`src/rtl/core/msd_pkg.sv`:
```
package msd_pkg;

  // Number of debounced switches; switch 0 is the button.
  localparam int NUM_SWITCHES = 5;
  localparam int SENSOR_BITS  = NUM_SWITCHES + 1;
  localparam int CNT_W        = 8;
  localparam int CFG_IDX_W    = 2;
  localparam int CFG_DATA_W   = 8;

  // Reset values of the configuration registers.
  localparam logic [CNT_W-1:0] SAMPLE_PERIOD_RST = 8'd10;
  localparam logic [CNT_W-1:0] STABLE_READS_RST  = 8'd3;
  localparam logic             PRESSED_LEVEL_RST = 1'b1;

  // Configuration register indexes.
  typedef enum logic [CFG_IDX_W-1:0] {
    CFG_SAMPLE_PERIOD = 2'd0,
    CFG_STABLE_READS  = 2'd1,
    CFG_PRESSED_LEVEL = 2'd2
  } msd_cfg_idx_t;

  // One input item: one system tick.
  typedef struct packed {
    logic [NUM_SWITCHES-1:0] raw_levels;
    logic                    led_level;
  } msd_in_t;

  // One result item.
  typedef struct packed {
    logic [SENSOR_BITS-1:0] sensor_byte;
    logic [7:0]             button_presses;
    logic                   sample_taken;
  } msd_out_t;

  // Control shared by all switch lanes for one tick.
  typedef struct packed {
    logic             step;
    logic             sample;
    logic [CNT_W-1:0] stable_reads;
    logic             pressed_level;
  } msd_lane_ctrl_t;

  // What one lane reports back for the current tick.
  typedef struct packed {
    logic stable_nxt;
    logic press;
  } msd_lane_stat_t;

endpackage

```
`src/rtl/core/msd_prescaler.sv`:
```
module msd_prescaler import msd_pkg::*; (
  input  logic             clk,
  input  logic             rst_n,
  input  logic             step,
  input  logic [CNT_W-1:0] sample_period,
  output logic             sample
);

  logic [CNT_W-1:0] count_r;
  logic [CNT_W-1:0] count_nxt;

  // The counter only runs while nonzero; a step at one samples and reloads.
  always_comb begin
    sample    = 1'b0;
    count_nxt = count_r;
    if (step && (count_r != '0)) begin
      if (count_r == CNT_W'(1)) begin
        sample    = 1'b1;
        count_nxt = sample_period;
      end else begin
        count_nxt = count_r - CNT_W'(1);
      end
    end
  end

  always_ff @(posedge clk) begin
    if (!rst_n) begin
      count_r <= SAMPLE_PERIOD_RST;
    end else begin
      count_r <= count_nxt;
    end
  end

endmodule

```
`src/rtl/core/msd_lane.sv`:
```
module msd_lane import msd_pkg::*; (
  input  logic           clk,
  input  logic           rst_n,
  input  msd_lane_ctrl_t ctrl,
  input  logic           lvl,
  output msd_lane_stat_t stat
);

  logic             last_r;
  logic             last_nxt;
  logic [CNT_W-1:0] agree_r;
  logic [CNT_W-1:0] agree_nxt;
  logic             stable_r;
  logic             stable_nxt;
  logic [CNT_W-1:0] agree_inc;
  logic             press;

  assign agree_inc = agree_r + CNT_W'(1);

  // An equal sample advances agreement; a differing one restarts it.
  always_comb begin
    last_nxt   = last_r;
    agree_nxt  = agree_r;
    stable_nxt = stable_r;
    press      = 1'b0;
    if (ctrl.step && ctrl.sample) begin
      if (lvl == last_r) begin
        agree_nxt = agree_inc;
        if (agree_inc == ctrl.stable_reads) begin
          press      = (stable_r == ~ctrl.pressed_level) && (lvl == ctrl.pressed_level);
          stable_nxt = lvl;
          agree_nxt  = '0;
        end
      end else begin
        last_nxt  = lvl;
        agree_nxt = '0;
      end
    end
  end

  always_ff @(posedge clk) begin
    if (!rst_n) begin
      last_r   <= 1'b0;
      agree_r  <= '0;
      stable_r <= 1'b0;
    end else begin
      last_r   <= last_nxt;
      agree_r  <= agree_nxt;
      stable_r <= stable_nxt;
    end
  end

  assign stat.stable_nxt = stable_nxt;
  assign stat.press      = press;

endmodule

```
`src/rtl/core/multi_switch_debouncer_top.sv`:
```
// An item goes through the tick register, then the result register, to out_data.
// Throughput: one item per cycle while out_ready is high; the two registers form
// a two-stage pipeline, and all switch lanes update in parallel.
// Reset (rst_n, synchronous, active low) restores the configuration registers,
// reloads the prescaler to 10 and clears all switch state and the press count.
module multi_switch_debouncer_top import msd_pkg::*; (
  input  logic                  clk,
  input  logic                  rst_n,
  input  logic                  in_valid,
  output logic                  in_ready,
  input  msd_in_t               in_data,
  output logic                  out_valid,
  input  logic                  out_ready,
  output msd_out_t              out_data,
  input  logic                  cfg_we,
  input  logic [CFG_IDX_W-1:0]  cfg_index,
  input  logic [CFG_DATA_W-1:0] cfg_wdata
);

  logic [CNT_W-1:0] sample_period_r;
  logic [CNT_W-1:0] stable_reads_r;
  logic             pressed_level_r;

  logic             s1_valid_r;
  msd_in_t          s1_data_r;
  logic             out_valid_r;
  msd_out_t         out_data_r;
  logic [7:0]       press_count_r;
  logic [7:0]       press_count_nxt;

  logic             s1_adv;
  logic             sample;
  msd_lane_ctrl_t   lane_ctrl;
  msd_lane_stat_t   lane_stat [NUM_SWITCHES];
  logic [NUM_SWITCHES-1:0] stable_nxt;

  // Configuration writes; unknown indexes are ignored.
  always_ff @(posedge clk) begin
    if (!rst_n) begin
      sample_period_r <= SAMPLE_PERIOD_RST;
      stable_reads_r  <= STABLE_READS_RST;
      pressed_level_r <= PRESSED_LEVEL_RST;
    end else if (cfg_we) begin
      case (cfg_index)
        CFG_SAMPLE_PERIOD: sample_period_r <= cfg_wdata[CNT_W-1:0];
        CFG_STABLE_READS:  stable_reads_r  <= cfg_wdata[CNT_W-1:0];
        CFG_PRESSED_LEVEL: pressed_level_r <= cfg_wdata[0];
        default: ;
      endcase
    end
  end

  // Pipeline handshake: the tick stage moves on when the result register frees up.
  assign s1_adv   = s1_valid_r && (!out_valid_r || out_ready);
  assign in_ready = !s1_valid_r || s1_adv;

  always_ff @(posedge clk) begin
    if (!rst_n) begin
      s1_valid_r <= 1'b0;
    end else if (in_ready) begin
      s1_valid_r <= in_valid;
    end
  end

  always_ff @(posedge clk) begin
    if (in_valid && in_ready) begin
      s1_data_r <= in_data;
    end
  end

  // Prescaler decides whether this tick samples the switches.
  msd_prescaler u_prescaler (
    .clk           (clk),
    .rst_n         (rst_n),
    .step          (s1_adv),
    .sample_period (sample_period_r),
    .sample        (sample)
  );

  assign lane_ctrl.step          = s1_adv;
  assign lane_ctrl.sample        = sample;
  assign lane_ctrl.stable_reads  = stable_reads_r;
  assign lane_ctrl.pressed_level = pressed_level_r;

  // One debounce lane per switch.
  for (genvar k = 0; k < NUM_SWITCHES; k++) begin : g_lane
    msd_lane u_lane (
      .clk   (clk),
      .rst_n (rst_n),
      .ctrl  (lane_ctrl),
      .lvl   (s1_data_r.raw_levels[k]),
      .stat  (lane_stat[k])
    );
    assign stable_nxt[k] = lane_stat[k].stable_nxt;
  end

  // Only the button lane counts presses.
  assign press_count_nxt = press_count_r + {7'd0, lane_stat[0].press};

  always_ff @(posedge clk) begin
    if (!rst_n) begin
      press_count_r <= '0;
    end else begin
      press_count_r <= press_count_nxt;
    end
  end

  // Result register, loaded with the state after this tick's update.
  always_ff @(posedge clk) begin
    if (!rst_n) begin
      out_valid_r <= 1'b0;
    end else if (!out_valid_r || out_ready) begin
      out_valid_r <= s1_valid_r;
    end
  end

  always_ff @(posedge clk) begin
    if (s1_adv) begin
      out_data_r.sensor_byte    <= {s1_data_r.led_level, stable_nxt};
      out_data_r.button_presses <= press_count_nxt;
      out_data_r.sample_taken   <= sample;
    end
  end

  assign out_valid = out_valid_r;
  assign out_data  = out_data_r;

  // The press count moves only on a sampling tick.
  a_press_only_on_sample: assert property (@(posedge clk) disable iff (!rst_n)
    (!s1_adv || !sample) |=> (press_count_r == $past(press_count_r)))
    else $error("press count changed without a sample");

  // The press count advances by at most one per tick.
  a_press_step: assert property (@(posedge clk) disable iff (!rst_n)
    s1_adv |=> ((press_count_r == $past(press_count_r)) ||
                (press_count_r == $past(press_count_r) + 8'd1)))
    else $error("press count jumped");

  // A tick that leaves the first stage always lands in the result register.
  a_adv_fills_out: assert property (@(posedge clk) disable iff (!rst_n)
    s1_adv |=> out_valid_r)
    else $error("advanced tick lost");

  // The stored result follows the press count it was computed with.
  a_out_presses: assert property (@(posedge clk) disable iff (!rst_n)
    s1_adv |=> (out_data_r.button_presses == press_count_r))
    else $error("result press count mismatch");

endmodule
```
`config.mk`:
```
export PLATFORM = sky130hd
export DESIGN_NAME = multi_switch_debouncer_top
export DESIGN_NICKNAME = d
export VERILOG_FILES = /design/src/rtl/core/msd_pkg.sv /design/src/rtl/core/msd_prescaler.sv /design/src/rtl/core/msd_lane.sv /design/src/rtl/core/multi_switch_debouncer_top.sv
export SDC_FILE = /design/constraint.sdc
export NUM_CORES = 1
export LEC_CHECK = 0
export ABC_AREA = 1
export BUFFER_PORTS_ARGS = -buffer_cell sky130_fd_sc_hd__buf_4
export CAP_MARGIN = 20
export CORE_MARGIN = 2
export CORE_UTILIZATION = 50
export CTS_CLUSTER_DIAMETER = 40
export DETAILED_ROUTE_END_ITERATION = 7
export GPL_TIMING_DRIVEN = 0
export PLACE_DENSITY = 0.71
export RECOVER_POWER = 25
export SLEW_MARGIN = 20
export SYNTH_ARGS = -nofsm -noshare
export SYNTH_HDL_FRONTEND = slang
export SYNTH_HIERARCHICAL = 1
export SYNTH_SLANG_ARGS = --single-unit
export TNS_END_PERCENT = 100
```
`constraint.sdc`:
```
create_clock -name clk -period 4.7 [get_ports clk]
set_clock_uncertainty 0.15 [all_clocks]
set_input_delay 0.235 -clock clk [delete_from_list [all_inputs] [get_ports clk]]
set_output_delay 0.235 -clock clk [all_outputs]
set_load 0.01 [all_outputs]
```
======== Word level (Yosys, flattened, before mapping) ========
Index checks and enable logic that the tools add are counted.
storage, ports and cells
  register bits ........................... 106
  input bits .............................. 21
  output and inout bits ................... 17
  word-level logic and storage cells ...... 105
cells by class
  add/sub/neg operators ................... 7
  equal/unequal tests ..................... 15
  multiplexer cells ....................... 31
  bitwise gates (word level) .............. 6
  reduce and logical (&&, ||, !) cells .... 19
operators with widths
  kind                 number
  $mux 8               11
  $add 8x1->8 const B  5
  $eq 8x8->1           5
  $mux 1               20
  $reduce_and 2->1     8
  $add 8x1->8          1
  $eq 8x1->1 const B   1
  $reduce_bool 8->1    1
  $sub 8x1->8 const B  1
  $eq 1x1->1           7
  $not 1->1            6
  $logic_and 1x1->1    5
  $eq 2x1->1 const B   1
  $eq 2x2->1 const B   1
  $logic_not 1->1      2
  $logic_not 2->1      1
  $logic_or 1x1->1     2

======== Logic depth before layout (Yosys ltp) ========
Gate-level depths: netlist (run 1).
  depth after elaboration ................. 8
  depth in mapped cells ................... 19
  gate-level depth less buffers ........... 18

======== Hierarchy ========
The synthesis (run 1) kept the hierarchy.
by module, submodules not included
  module                      instances  cells each  area each (um^2)  sequential area each (um^2)
  msd_lane                    5          132         862.1             200.2
  multi_switch_debouncer_top  1          162         1709.1            1171.1
  msd_prescaler               1          98          596.8             160.2

======== Least setup slack after synthesis (run 1) ========
Ideal clock, no wire load.
  kind .................................... register to register
  from .................................... reg out_valid_r, in the netlist out_valid
  to ...................................... reg out_data_r, in the netlist out_data[7] (data pin)
  arrival time ............................ 3958 ps
  path slack .............................. 342 ps
  stages on the path, launching flop included .. 17
  cells stage by stage .................... dfxtp_1 > a21oi_1 > o21ai_2 > buf_6 > nor2_1 > nand2_1 > nor2_1 > nand3_2 > nor2_1 > buf_4 > ha_1 > ha_1 > nand3_2 > nor2_1 > nand2_1 > nand2_1 > inv_1
on the way
  cells in the longest elaborated chain, start to end .. 8
ends and longest elaborated chain
  what                              line                               RTL
  start: declaration                multi_switch_debouncer_top.sv:26   logic out_valid_r;
  start signal: assignment          multi_switch_debouncer_top.sv:113  out_valid_r <= s1_valid_r;
  $logic_not 1->1                   multi_switch_debouncer_top.sv:54   assign s1_adv = s1_valid_r && (!out_valid_r || out_ready);
  $logic_or 1x1->1                  multi_switch_debouncer_top.sv:54
  $logic_and 1x1->1                 multi_switch_debouncer_top.sv:54
  named net s1_adv                  multi_switch_debouncer_top.sv:31   logic s1_adv;
  $logic_and 1x1->1                 msd_prescaler.sv:16                if (step && (count_r != '0)) begin
  $mux 1                            msd_prescaler.sv:16
  named net sample                  multi_switch_debouncer_top.sv:32   logic sample;
  $logic_and 1x1->1                 msd_lane.sv:26                     if (ctrl.step && ctrl.sample) begin
  $mux 1                            msd_lane.sv:26
  named net g_lane[0].u_lane.press  msd_lane.sv:16                     logic press;
  $add 8x1->8                       multi_switch_debouncer_top.sv:98   assign press_count_nxt = press_count_r + {7'd0, lane_stat[0].press};
  named net press_count_nxt[6]      multi_switch_debouncer_top.sv:29   logic [7:0] press_count_nxt;
  end: declaration                  multi_switch_debouncer_top.sv:27   msd_out_t out_data_r;
The timed path passes the listed nets, and every way through them passes these cells.
A chain may end at the register's enable or synchronous reset.

======== Worst setup path after layout (run 1) ========
  from .................................... reg s1_valid_r
  to ...................................... reg out_data_r, in the netlist out_data[7] (data pin)
on the way
  cells in the longest elaborated chain, start to end .. 6
ends and longest elaborated chain
  what                              line                              RTL
  start: declaration                multi_switch_debouncer_top.sv:24  logic s1_valid_r;
  start signal: assignment          multi_switch_debouncer_top.sv:61  s1_valid_r <= in_valid;
  $logic_and 1x1->1                 multi_switch_debouncer_top.sv:54
  named net s1_adv                  multi_switch_debouncer_top.sv:31
  $logic_and 1x1->1                 msd_prescaler.sv:16
  $mux 1                            msd_prescaler.sv:16
  named net sample                  multi_switch_debouncer_top.sv:32
  $logic_and 1x1->1                 msd_lane.sv:26
  $mux 1                            msd_lane.sv:26
  named net g_lane[0].u_lane.press  msd_lane.sv:16
  $add 8x1->8                       multi_switch_debouncer_top.sv:98
  named net press_count_nxt[6]      multi_switch_debouncer_top.sv:29
The timed path passes the listed nets, and every way through them passes these cells.

==> results.md, run 1 <==
- Status: finished, final reports clean
- Worst r2r dst: out_data[7]$_DFFE_PP_
- Max clock buf depth: 2
- Antenna-violating nets left: 0
- Final setup vio count: 0
- WS Path Type: reg -> reg
- Period utilization: 91.8%
- Fin. max-slew vios: 0
- CTS clk-pin slew, worst paths: 70 ps
- ANT cells: 0
- Core Util, Final: about three fifths
- Hold path startpoint: in_valid
- Ports: 38
- Slew headroom: 35.7%
- Setup crit start kind: flop
- Hold depth: 3
- Most common cell after layout, fill and taps aside: nand2_1
- DRC viols: 0
- H-tree levels: 3
- Largest net degree at the start of global routing: 20
- Post-route minimum period: 4310 ps
- Vias in the first global route: 5528
- Internal power: 1430 uW
- Crit path capture type: flop
- Final-report hold violation count: 0
- YS warnings: 6
- Flop-to-flop setup slack: 390 ps
- Hold path endpoint: s1_valid_r$_SDFFE_PN0P_
- Die H: 118 um
- Worst reg-to-reg path cell count: 18
- FMAX: 232 MHz
- Syn Area/Cell: 7.26 um^2
- IO buf count: 37
- Initial antenna violation count: 0
- Clock latency on the worst-skew pair: 350 ps
- Switching Share: between 20% and 30%
- Crit path DAT: 4280 ps
- Routability Congestion: 0.861
- Switching power total: roughly 480 uW
- Worst-margin pin slew: 964 ps
- Std cell rows: 41
- Static Leak: 0.00303 uW
- Post-CTS setup buffer count: 0
- CTS Sinks: 106
- DP Wirelength: 10300 um
- 1st-iter DRT viols: 427
- CP max FO: 17
- VDD IR max: 0.000314 V
- Worst r2r src: s1_valid_r$_SDFFE_PN0P_
- Dpl ws: 171 ps
- Share of cells above drive strength 1: between 20% and 30%
- GRT overflow: 0
- Worst Hold Class: in -> reg
- First-pass GRT wire length: 25300 um
- Max-cap viol count: 0
- Placeable core region: 12700 um^2
- CTS Buf Count: 9
- Part of the power in registers: a little over 50%
- CTS tree: yes
- Design Area, Final: 7400 um^2
- Cells after Synth: 896
- RSZ-0062 raised after global routing: no
- Comb power frac: 8.6%
- Via density: a little over 5
- Pre-Repair DR Iteration Count: 5
- Final wirelength: 14700 um
- Initial core utilization: 51.3%
- Die W: 118 um
- Commonest cells after routing, fill and taps aside: nand2_1 (214), nand3_1 (112), inv_1 (86)
- Root Driver: clkbuf_16
- DR WL/cell: 13.0 um
- All-Layer GR Usage: 22.2%
- Pwr dens: 257 nW/um^2
- Final worst setup slack: 386 ps
- Area grow syn2layout: 13.8%
- Syn nets: 927
- Mapped Area: 6500 um^2
- Placed cell area: 7030 um^2
- Critical Path RT: between 4000 and 5000 ps
- Clock group share of total power: 40.5%
- Fin nets: roughly 990
- Total Die Area: 13900 um^2
- Vias: 5761
metrics by stage:
step / TNS [ps] / hold slack [ps] / power [uW] / std cells
final: 0 / 20.3 / 1900 / 1133
after global routing: 0 / 18.1 / 1980 / 1133
after CTS: 0 / 1.35 / 1930 / 1133
after detailed placement: 0 / 256 / 1150 / 1106
after global placement: -54860 / 258 / 1140 / 1105
after floorplan: 0 / 184 / 1090 / 896
critical path, stage by stage (launching register included):
cell	delay [ps]
dfxtp_1	350
inv_1	80
a21oi_4	430
buf_16	230
o21ai_2	100
buf_6	150
nor2_2	550
nand2_1	180
nor2_1	520
nand3_2	160
nor2_1	140
buf_4	120
ha_1	220
ha_1	260
nand3_2	140
nor2_1	110
nand2_1	50
nand2_1	70
inv_1	40
final cells by class:
class,count,area (um^2)
tap,172,215
multi-input combinational,667,3620
clock buffer,9,225
fill,1235,5280
timing repair buffer,49,370
inverter,103,387
clock inverter,7,76.3
buffer,20,169
sequential,106,2330
timing repair:
action	in CTS	in global routing
hold buffers	11	0
hold endpoints to repair	12	0
setup endpoints to repair	0	6
gates resized for setup	0	1
flip-flops by register name, indices dropped and copies added, names as in the netlist, 5 cells and up:
name	flops
stable_reads_r	8
press_count_r	8
out_data	15
g_lane.u_lane/agree_r	40
sample_period_r	8
s1_data_r	6
g_lane.u_lane/last_r	5
u_prescaler/count_r	8
g_lane.u_lane/stable_r	5
power by group through the flow:
stage	Clock [uW]	Combinational (uW)	Sequential [uW]
detailed placement	0	159	989
global route	825	182	970
global placement	0	153	989
finish	769	164	968
floorplan	0	104	981
CTS	792	167	968
worst max path at each step:
stage                            startpoint               endpoint  depth (start not counted)
CTS                 s1_valid_r$_SDFFE_PN0P_  out_data[7]$_DFFE_PP_                         18
finish              s1_valid_r$_SDFFE_PN0P_  out_data[7]$_DFFE_PP_                         18
global placement    s1_valid_r$_SDFFE_PN0P_  out_data[7]$_DFFE_PP_                         17
detailed placement                out_ready  out_data[7]$_DFFE_PP_                         19
global route        s1_valid_r$_SDFFE_PN0P_  out_data[7]$_DFFE_PP_                         18
floorplan            out_valid$_SDFFE_PN0P_  out_data[7]$_DFFE_PP_                         16
layer usage:
layer / vias to the layer above / global-route usage, % / wire length (um) / part of all wire (%)
li1: 3013 / - / - / -
met1: 2615 / 27.6 / 6780 / 46
met2: 110 / 38.2 / 6950 / 47
met3: 23 / 4.89 / 664 / 4.5
met4: 0 / 7.08 / 302 / 2.1
met5: - / 0 / 0 / 0
Note: power is estimated with default switching activity, not from simulation.
==> run 2: changes to the inputs <==
--- a/config.mk
+++ b/config.mk
@@ -9,11 +9,10 @@
 export BUFFER_PORTS_ARGS = -buffer_cell sky130_fd_sc_hd__buf_4
 export CAP_MARGIN = 20
 export CORE_MARGIN = 2
-export CORE_UTILIZATION = 50
+export CORE_UTILIZATION = 44
 export CTS_CLUSTER_DIAMETER = 40
 export DETAILED_ROUTE_END_ITERATION = 7
 export GPL_TIMING_DRIVEN = 0
-export PLACE_DENSITY = 0.71
 export RECOVER_POWER = 25
 export SLEW_MARGIN = 20
 export SYNTH_ARGS = -nofsm -noshare
==> results.md, run 2 (synthesis gave the netlist of run 1 again) <==
- Std cell rows: 44
- Ports: 38
- Comb power frac: 8.9%
- Root Driver: clkbuf_16
- Die H: 126 um
- Commonest cells after routing, fill and taps aside: nand2_1 (214), nand3_1 (111), inv_1 (86)
- Final wirelength: 14700 um
- Max-cap viol count: 0
- Largest Register: g_lane.u_lane/agree_r
- CTS tree: yes
- Part of the power in registers: 52.0%
- Routability Congestion: 0.843
- Pwr Total: between 1500 and 2000 uW
- DR WL/cell: roughly 13 um
- Flop-to-flop setup slack: 510 ps
- DP Wirelength: 10400 um
- Pre-Repair DR Iteration Count: 5
- Pwr dens: 251 nW/um^2
- Switching power total: 485 uW
- FMAX: about 240 MHz
- Status: finished, final reports clean
- First-pass GRT wire length: 24800 um
- Max reg flops: 40
- Fin nets: 988
- 1st-iter DRT viols: 361
- Internal power: 1380 uW
- Largest net degree at the start of global routing: 20
- Worst Setup EP: out_data[7]$_DFFE_PP_
- Crit path capture type: flop
- IO buf count: 37
- VDD IR max: 0.000232 V
- Clock group share of total power: around 39%
- Placeable core region: ~14000 um^2
- Vias: between 5000 and 6000
- Switching Share: 26.1%
- Die W: around 130 um
- DRC viols: 0
- RSZ-0062 raised after global routing: no
- Post-CTS setup buffer count: 0
- H-tree levels: 3
- Initial antenna violation count: 0
- ANT cells: 0
- WS Path Type: reg -> reg
- Share of cells above drive strength 1: 20.9%
- Hold depth: 3
- GRT overflow: 0
- Post-CTS sizing: 0
- Antenna-violating nets left: 0
- All-Layer GR Usage: 19.5%
- Most common cell after layout, fill and taps aside: nand2_1
- Area grow syn2layout: 14.1%
- Critical Path RT: 4680 ps
- CP startpoint: out_valid$_SDFFE_PN0P_
- CTS Buf Count: 9
- CTS Sinks: between 100 and 150
- Period utilization: 89.1%
- Worst Hold Class: in -> reg
- Clock latency on the worst-skew pair: 360 ps
- Vias in the first global route: 5143
- Design Area, Final: 7420 um^2
- Initial core utilization: 44.9%
- Fin. max-slew vios: 0
- Static Leak: 0.00304 uW
- Worst r2r src: out_valid$_SDFFE_PN0P_
- Worst-margin pin slew: 993 ps
- Max clock buf depth: 2
- CP max FO: 18
- Final-report hold violation count: 0
- Worst reg-to-reg path cell count: 17
- Placed cell area: 7050 um^2
- Setup crit start kind: flop
- CTS clk-pin slew, worst paths: ~70 ps
- Via density: between 4 and 5
- Slew headroom: 33.8%
- Post-route minimum period: approximately 4200 ps
- Total Die Area: 15800 um^2
- Crit path DAT: around 4200 ps
- Final setup vio count: 0
- Worst r2r dst: out_data[7]$_DFFE_PP_
==> run 2: worst min-delay path by stage <==
stage | start | end | slack, ps
after floorplan | in_data[0] | s1_data_r[0]$_DFFE_PP_ | 180
after global placement | in_data[0] | s1_data_r[0]$_DFFE_PP_ | 260
after detailed placement | in_data[5] | s1_data_r[5]$_DFFE_PP_ | 270
after CTS | cfg_wdata[2] | sample_period_r[2]$_SDFFE_PN0P_ | 20
after global routing | cfg_wdata[4] | sample_period_r[4]$_SDFFE_PN0P_ | 20
final | cfg_wdata[2] | sample_period_r[2]$_SDFFE_PN0P_ | 20
==> run 2: power groups by stage <==
stage | sequential [uW] | clock, uW | combinational, uW
2_1_floorplan | 981 | 0 | 104
3_3_place_gp | 990 | 0 | 155
3_5_place_dp | 990 | 0 | 160
4_1_cts | 968 | 754 | 169
5_1_grt | 971 | 791 | 186
6_report | 968 | 727 | 166
==> run 2: per-layer routing <==
metal	wire, um	part of all wire (%)	GRT usage, %
met5	0	0	0
met4	212	1.4	5.23
met3	436	3.0	3.89
met2	6850	47	32.7
met1	7230	49	25.7
==> run 2: stage by stage <==
step           hold slack, ps  setup TNS, ps  setup WS [ps]  cells  utilization [%]
6_report                 15.6              0            513   1146             51.3
5_1_grt                  20.2              0            156   1146             51.3
4_1_cts                  16.9              0            153   1146             51.4
3_5_place_dp              267              0            121   1118             48.7
3_3_place_gp              263         -67760          -1940   1117             48.4
2_1_floorplan             184              0            342    896                -
==> run 2: timing repair <==
item                                   in CTS  in global routing
setup endpoints to repair                   0                  0
hold buffers                               12                  0
endpoints found under the hold margin      13                  0
==> run 2: area by class of cell <==
type	count	area (um^2)
Clock inverter	6	48.8
Inverter	103	387
Fill cell	1507	7060
Buffer	20	169
Multi-Input combinational cell	667	3630
Tap cell	184	230
Sequential cell	106	2330
Clock buffer	10	229
Timing Repair Buffer	50	399
==> run 2: critical path, cell delays in order, from the launching register on <==
cell	delay [ps]
dfxtp_1	360
a21oi_4	390
buf_16	230
o21ai_2	110
buf_6	150
nor2_2	580
nand2_1	190
nor2_1	530
nand3_2	170
nor2_1	120
buf_4	120
ha_1	200
ha_1	230
nand3_2	130
nor2_1	110
nand2_1	50
nand2_1	80
inv_1	40
==> run 3: changes to the inputs <==
==> constraint.sdc (replaced) <==
create_clock -name clk -period 5.1 [get_ports clk]
set_clock_uncertainty 0.15 [all_clocks]
set_input_delay 0.255 -clock clk [delete_from_list [all_inputs] [get_ports clk]]
set_output_delay 0.255 -clock clk [all_outputs]
set_load 0.01 [all_outputs]
==> results.md, run 3 (synthesis gave the netlist of run 1 again) <==
- Status: finished, final reports clean
- Worst Hold Class: in -> reg
- Via density: 4.96
- Share of cells above drive strength 1: 21.3%
- Setup crit start kind: flop
- Antenna-violating nets left: 0
- VDD IR max: 0.000209 V
- Pre-Repair DR Iteration Count: 4
- Final-report hold violation count: 0
- Design Area, Final: around 7400 um^2
- CP max FO: 18
- FMAX: 239 MHz
- Placeable core region: 14500 um^2
- Crit path DAT: 4160 ps
- Worst-margin pin slew: 982 ps
- CTS Sinks: between 100 and 150
- Ports: 38
- Root Driver: clkbuf_16
- DRC viols: 0
- Final setup vio count: 0
- Placed cell area: between 7000 and 8000 um^2
- Largest net degree at the start of global routing: 20
- IO buf count: 37
- DP Wirelength: 10400 um
- CTS clk-pin slew, worst paths: ~70 ps
- WS Path Type: reg -> reg
- Post-route minimum period: 4190 ps
- Max-cap viol count: 0
- Std cell rows: 44
- Initial core utilization: between 40% and 50%
- Crit path capture type: flop
- DR WL/cell: between 10 and 15 um
- Commonest cells after routing, fill and taps aside: nand2_1 (214), nand3_1 (112), inv_1 (86)
- First-pass GRT wire length: 24800 um
- Largest Register: g_lane.u_lane/agree_r
- CTS Buf Count: 9
- Area grow syn2layout: 13.7%
- Total Die Area: 15800 um^2
- Die W: 126 um
- Fin nets: 984
- ANT cells: 0
- CTS Hold Bufs: 8
- Initial antenna violation count: 0
- RSZ-0062 raised after global routing: no
- All-Layer GR Usage: 19.5%
- CTS tree: yes
- Final worst setup slack: 914 ps
- Period utilization: slightly above 80%
- Fin. max-slew vios: 0
- Vias: roughly 5700
- Vias in the first global route: just over 5000
- Die H: 126 um
- Slew headroom: about a third
- 1st-iter DRT viols: ~360
- Most common cell after layout, fill and taps aside: nand2_1
- Max clock buf depth: 2
- Routability Congestion: 0.843
- Max reg flops: 40
- Final wirelength: 14700 um
- GRT overflow: 0
- Post-CTS setup buffer count: 0
- Static Leak: 0.00304 uW
- Critical Path RT: 5070 ps
- Pwr dens: 232 nW/um^2
- Dpl ws: approximately 500 ps
- Post-CTS sizing: 0
- Clock latency on the worst-skew pair: 360 ps
- H-tree levels: 3
==> run 3: cell type report <==
cell class,instances,area [um^2]
fillers,1501,7090
inverters,103,387
clock buffers,10,229
well taps,184,230
repair buffers,46,374
plain buffers,20,169
multi-input cells,667,3620
clock inverters,6,48.8
flip-flops and latches,106,2330
==> run 3: critical path, cell delays in order (launching register included) <==
cell and delay [ps]:
dfxtp_1 360, a21oi_4 390, buf_16 230, o21ai_2 110, buf_6 150, nor2_2 580, nand2_1 190, nor2_1 530
nand3_2 170, nor2_1 120, buf_4 120, ha_1 200, ha_1 230, nand3_2 130, nor2_1 110, nand2_1 50
nand2_1 80, inv_1 40
==> run 3: metal layers <==
layer / vias up / global-route usage (%) / part of all wire, %
met4: 0 / 5.23 / 1.4
met3: 20 / 3.89 / 3.6
li1: 3013 / - / -
met2: 89 / 32.8 / 47
met5: - / 0 / 0
met1: 2537 / 25.7 / 48
==> run 3: power breakdown <==
group	total [uW]	internal [uW]	switching, uW
Combinational	150	58.7	91.6
Sequential	892	870	22.4
Clock	670	338	332
Total	1710	1270	446
==> run 3: metrics by stage <==
| stage | utilization (%) | total power (uW) | instances | hold WS (ps) | setup TNS [ps] |
|---|---|---|---|---|---|
| CTS | 51.1 | 1740 | 1142 | 4.76 | 0 |
| finish | 51.0 | 1710 | 1142 | 25.0 | 0 |
| detailed placement | 48.7 | 1060 | 1118 | 287 | 0 |
| global route | 51.0 | 1790 | 1142 | 18.4 | 0 |
| floorplan | - | 1000 | 896 | 204 | 0 |
| global placement | 48.4 | 1060 | 1117 | 283 | -40780 |
==> run 3: final timing paths <==
| path | from | endpoint | slack, ps | cells past startpoint |
|---|---|---|---|---|
| worst min register to register | g_lane[1].u_lane/stable_r$_SDFF_PN0_ | g_lane[1].u_lane/stable_r$_SDFF_PN0_ | 310 | 2 |
| worst min-delay path | cfg_wdata[7] | sample_period_r[7]$_SDFFE_PN0P_ | 30 | 3 |
| worst max-delay path | out_valid$_SDFFE_PN0P_ | out_data[7]$_DFFE_PP_ | 910 | 17 |
| worst max register to register | out_valid$_SDFFE_PN0P_ | out_data[7]$_DFFE_PP_ | 910 | 17 |
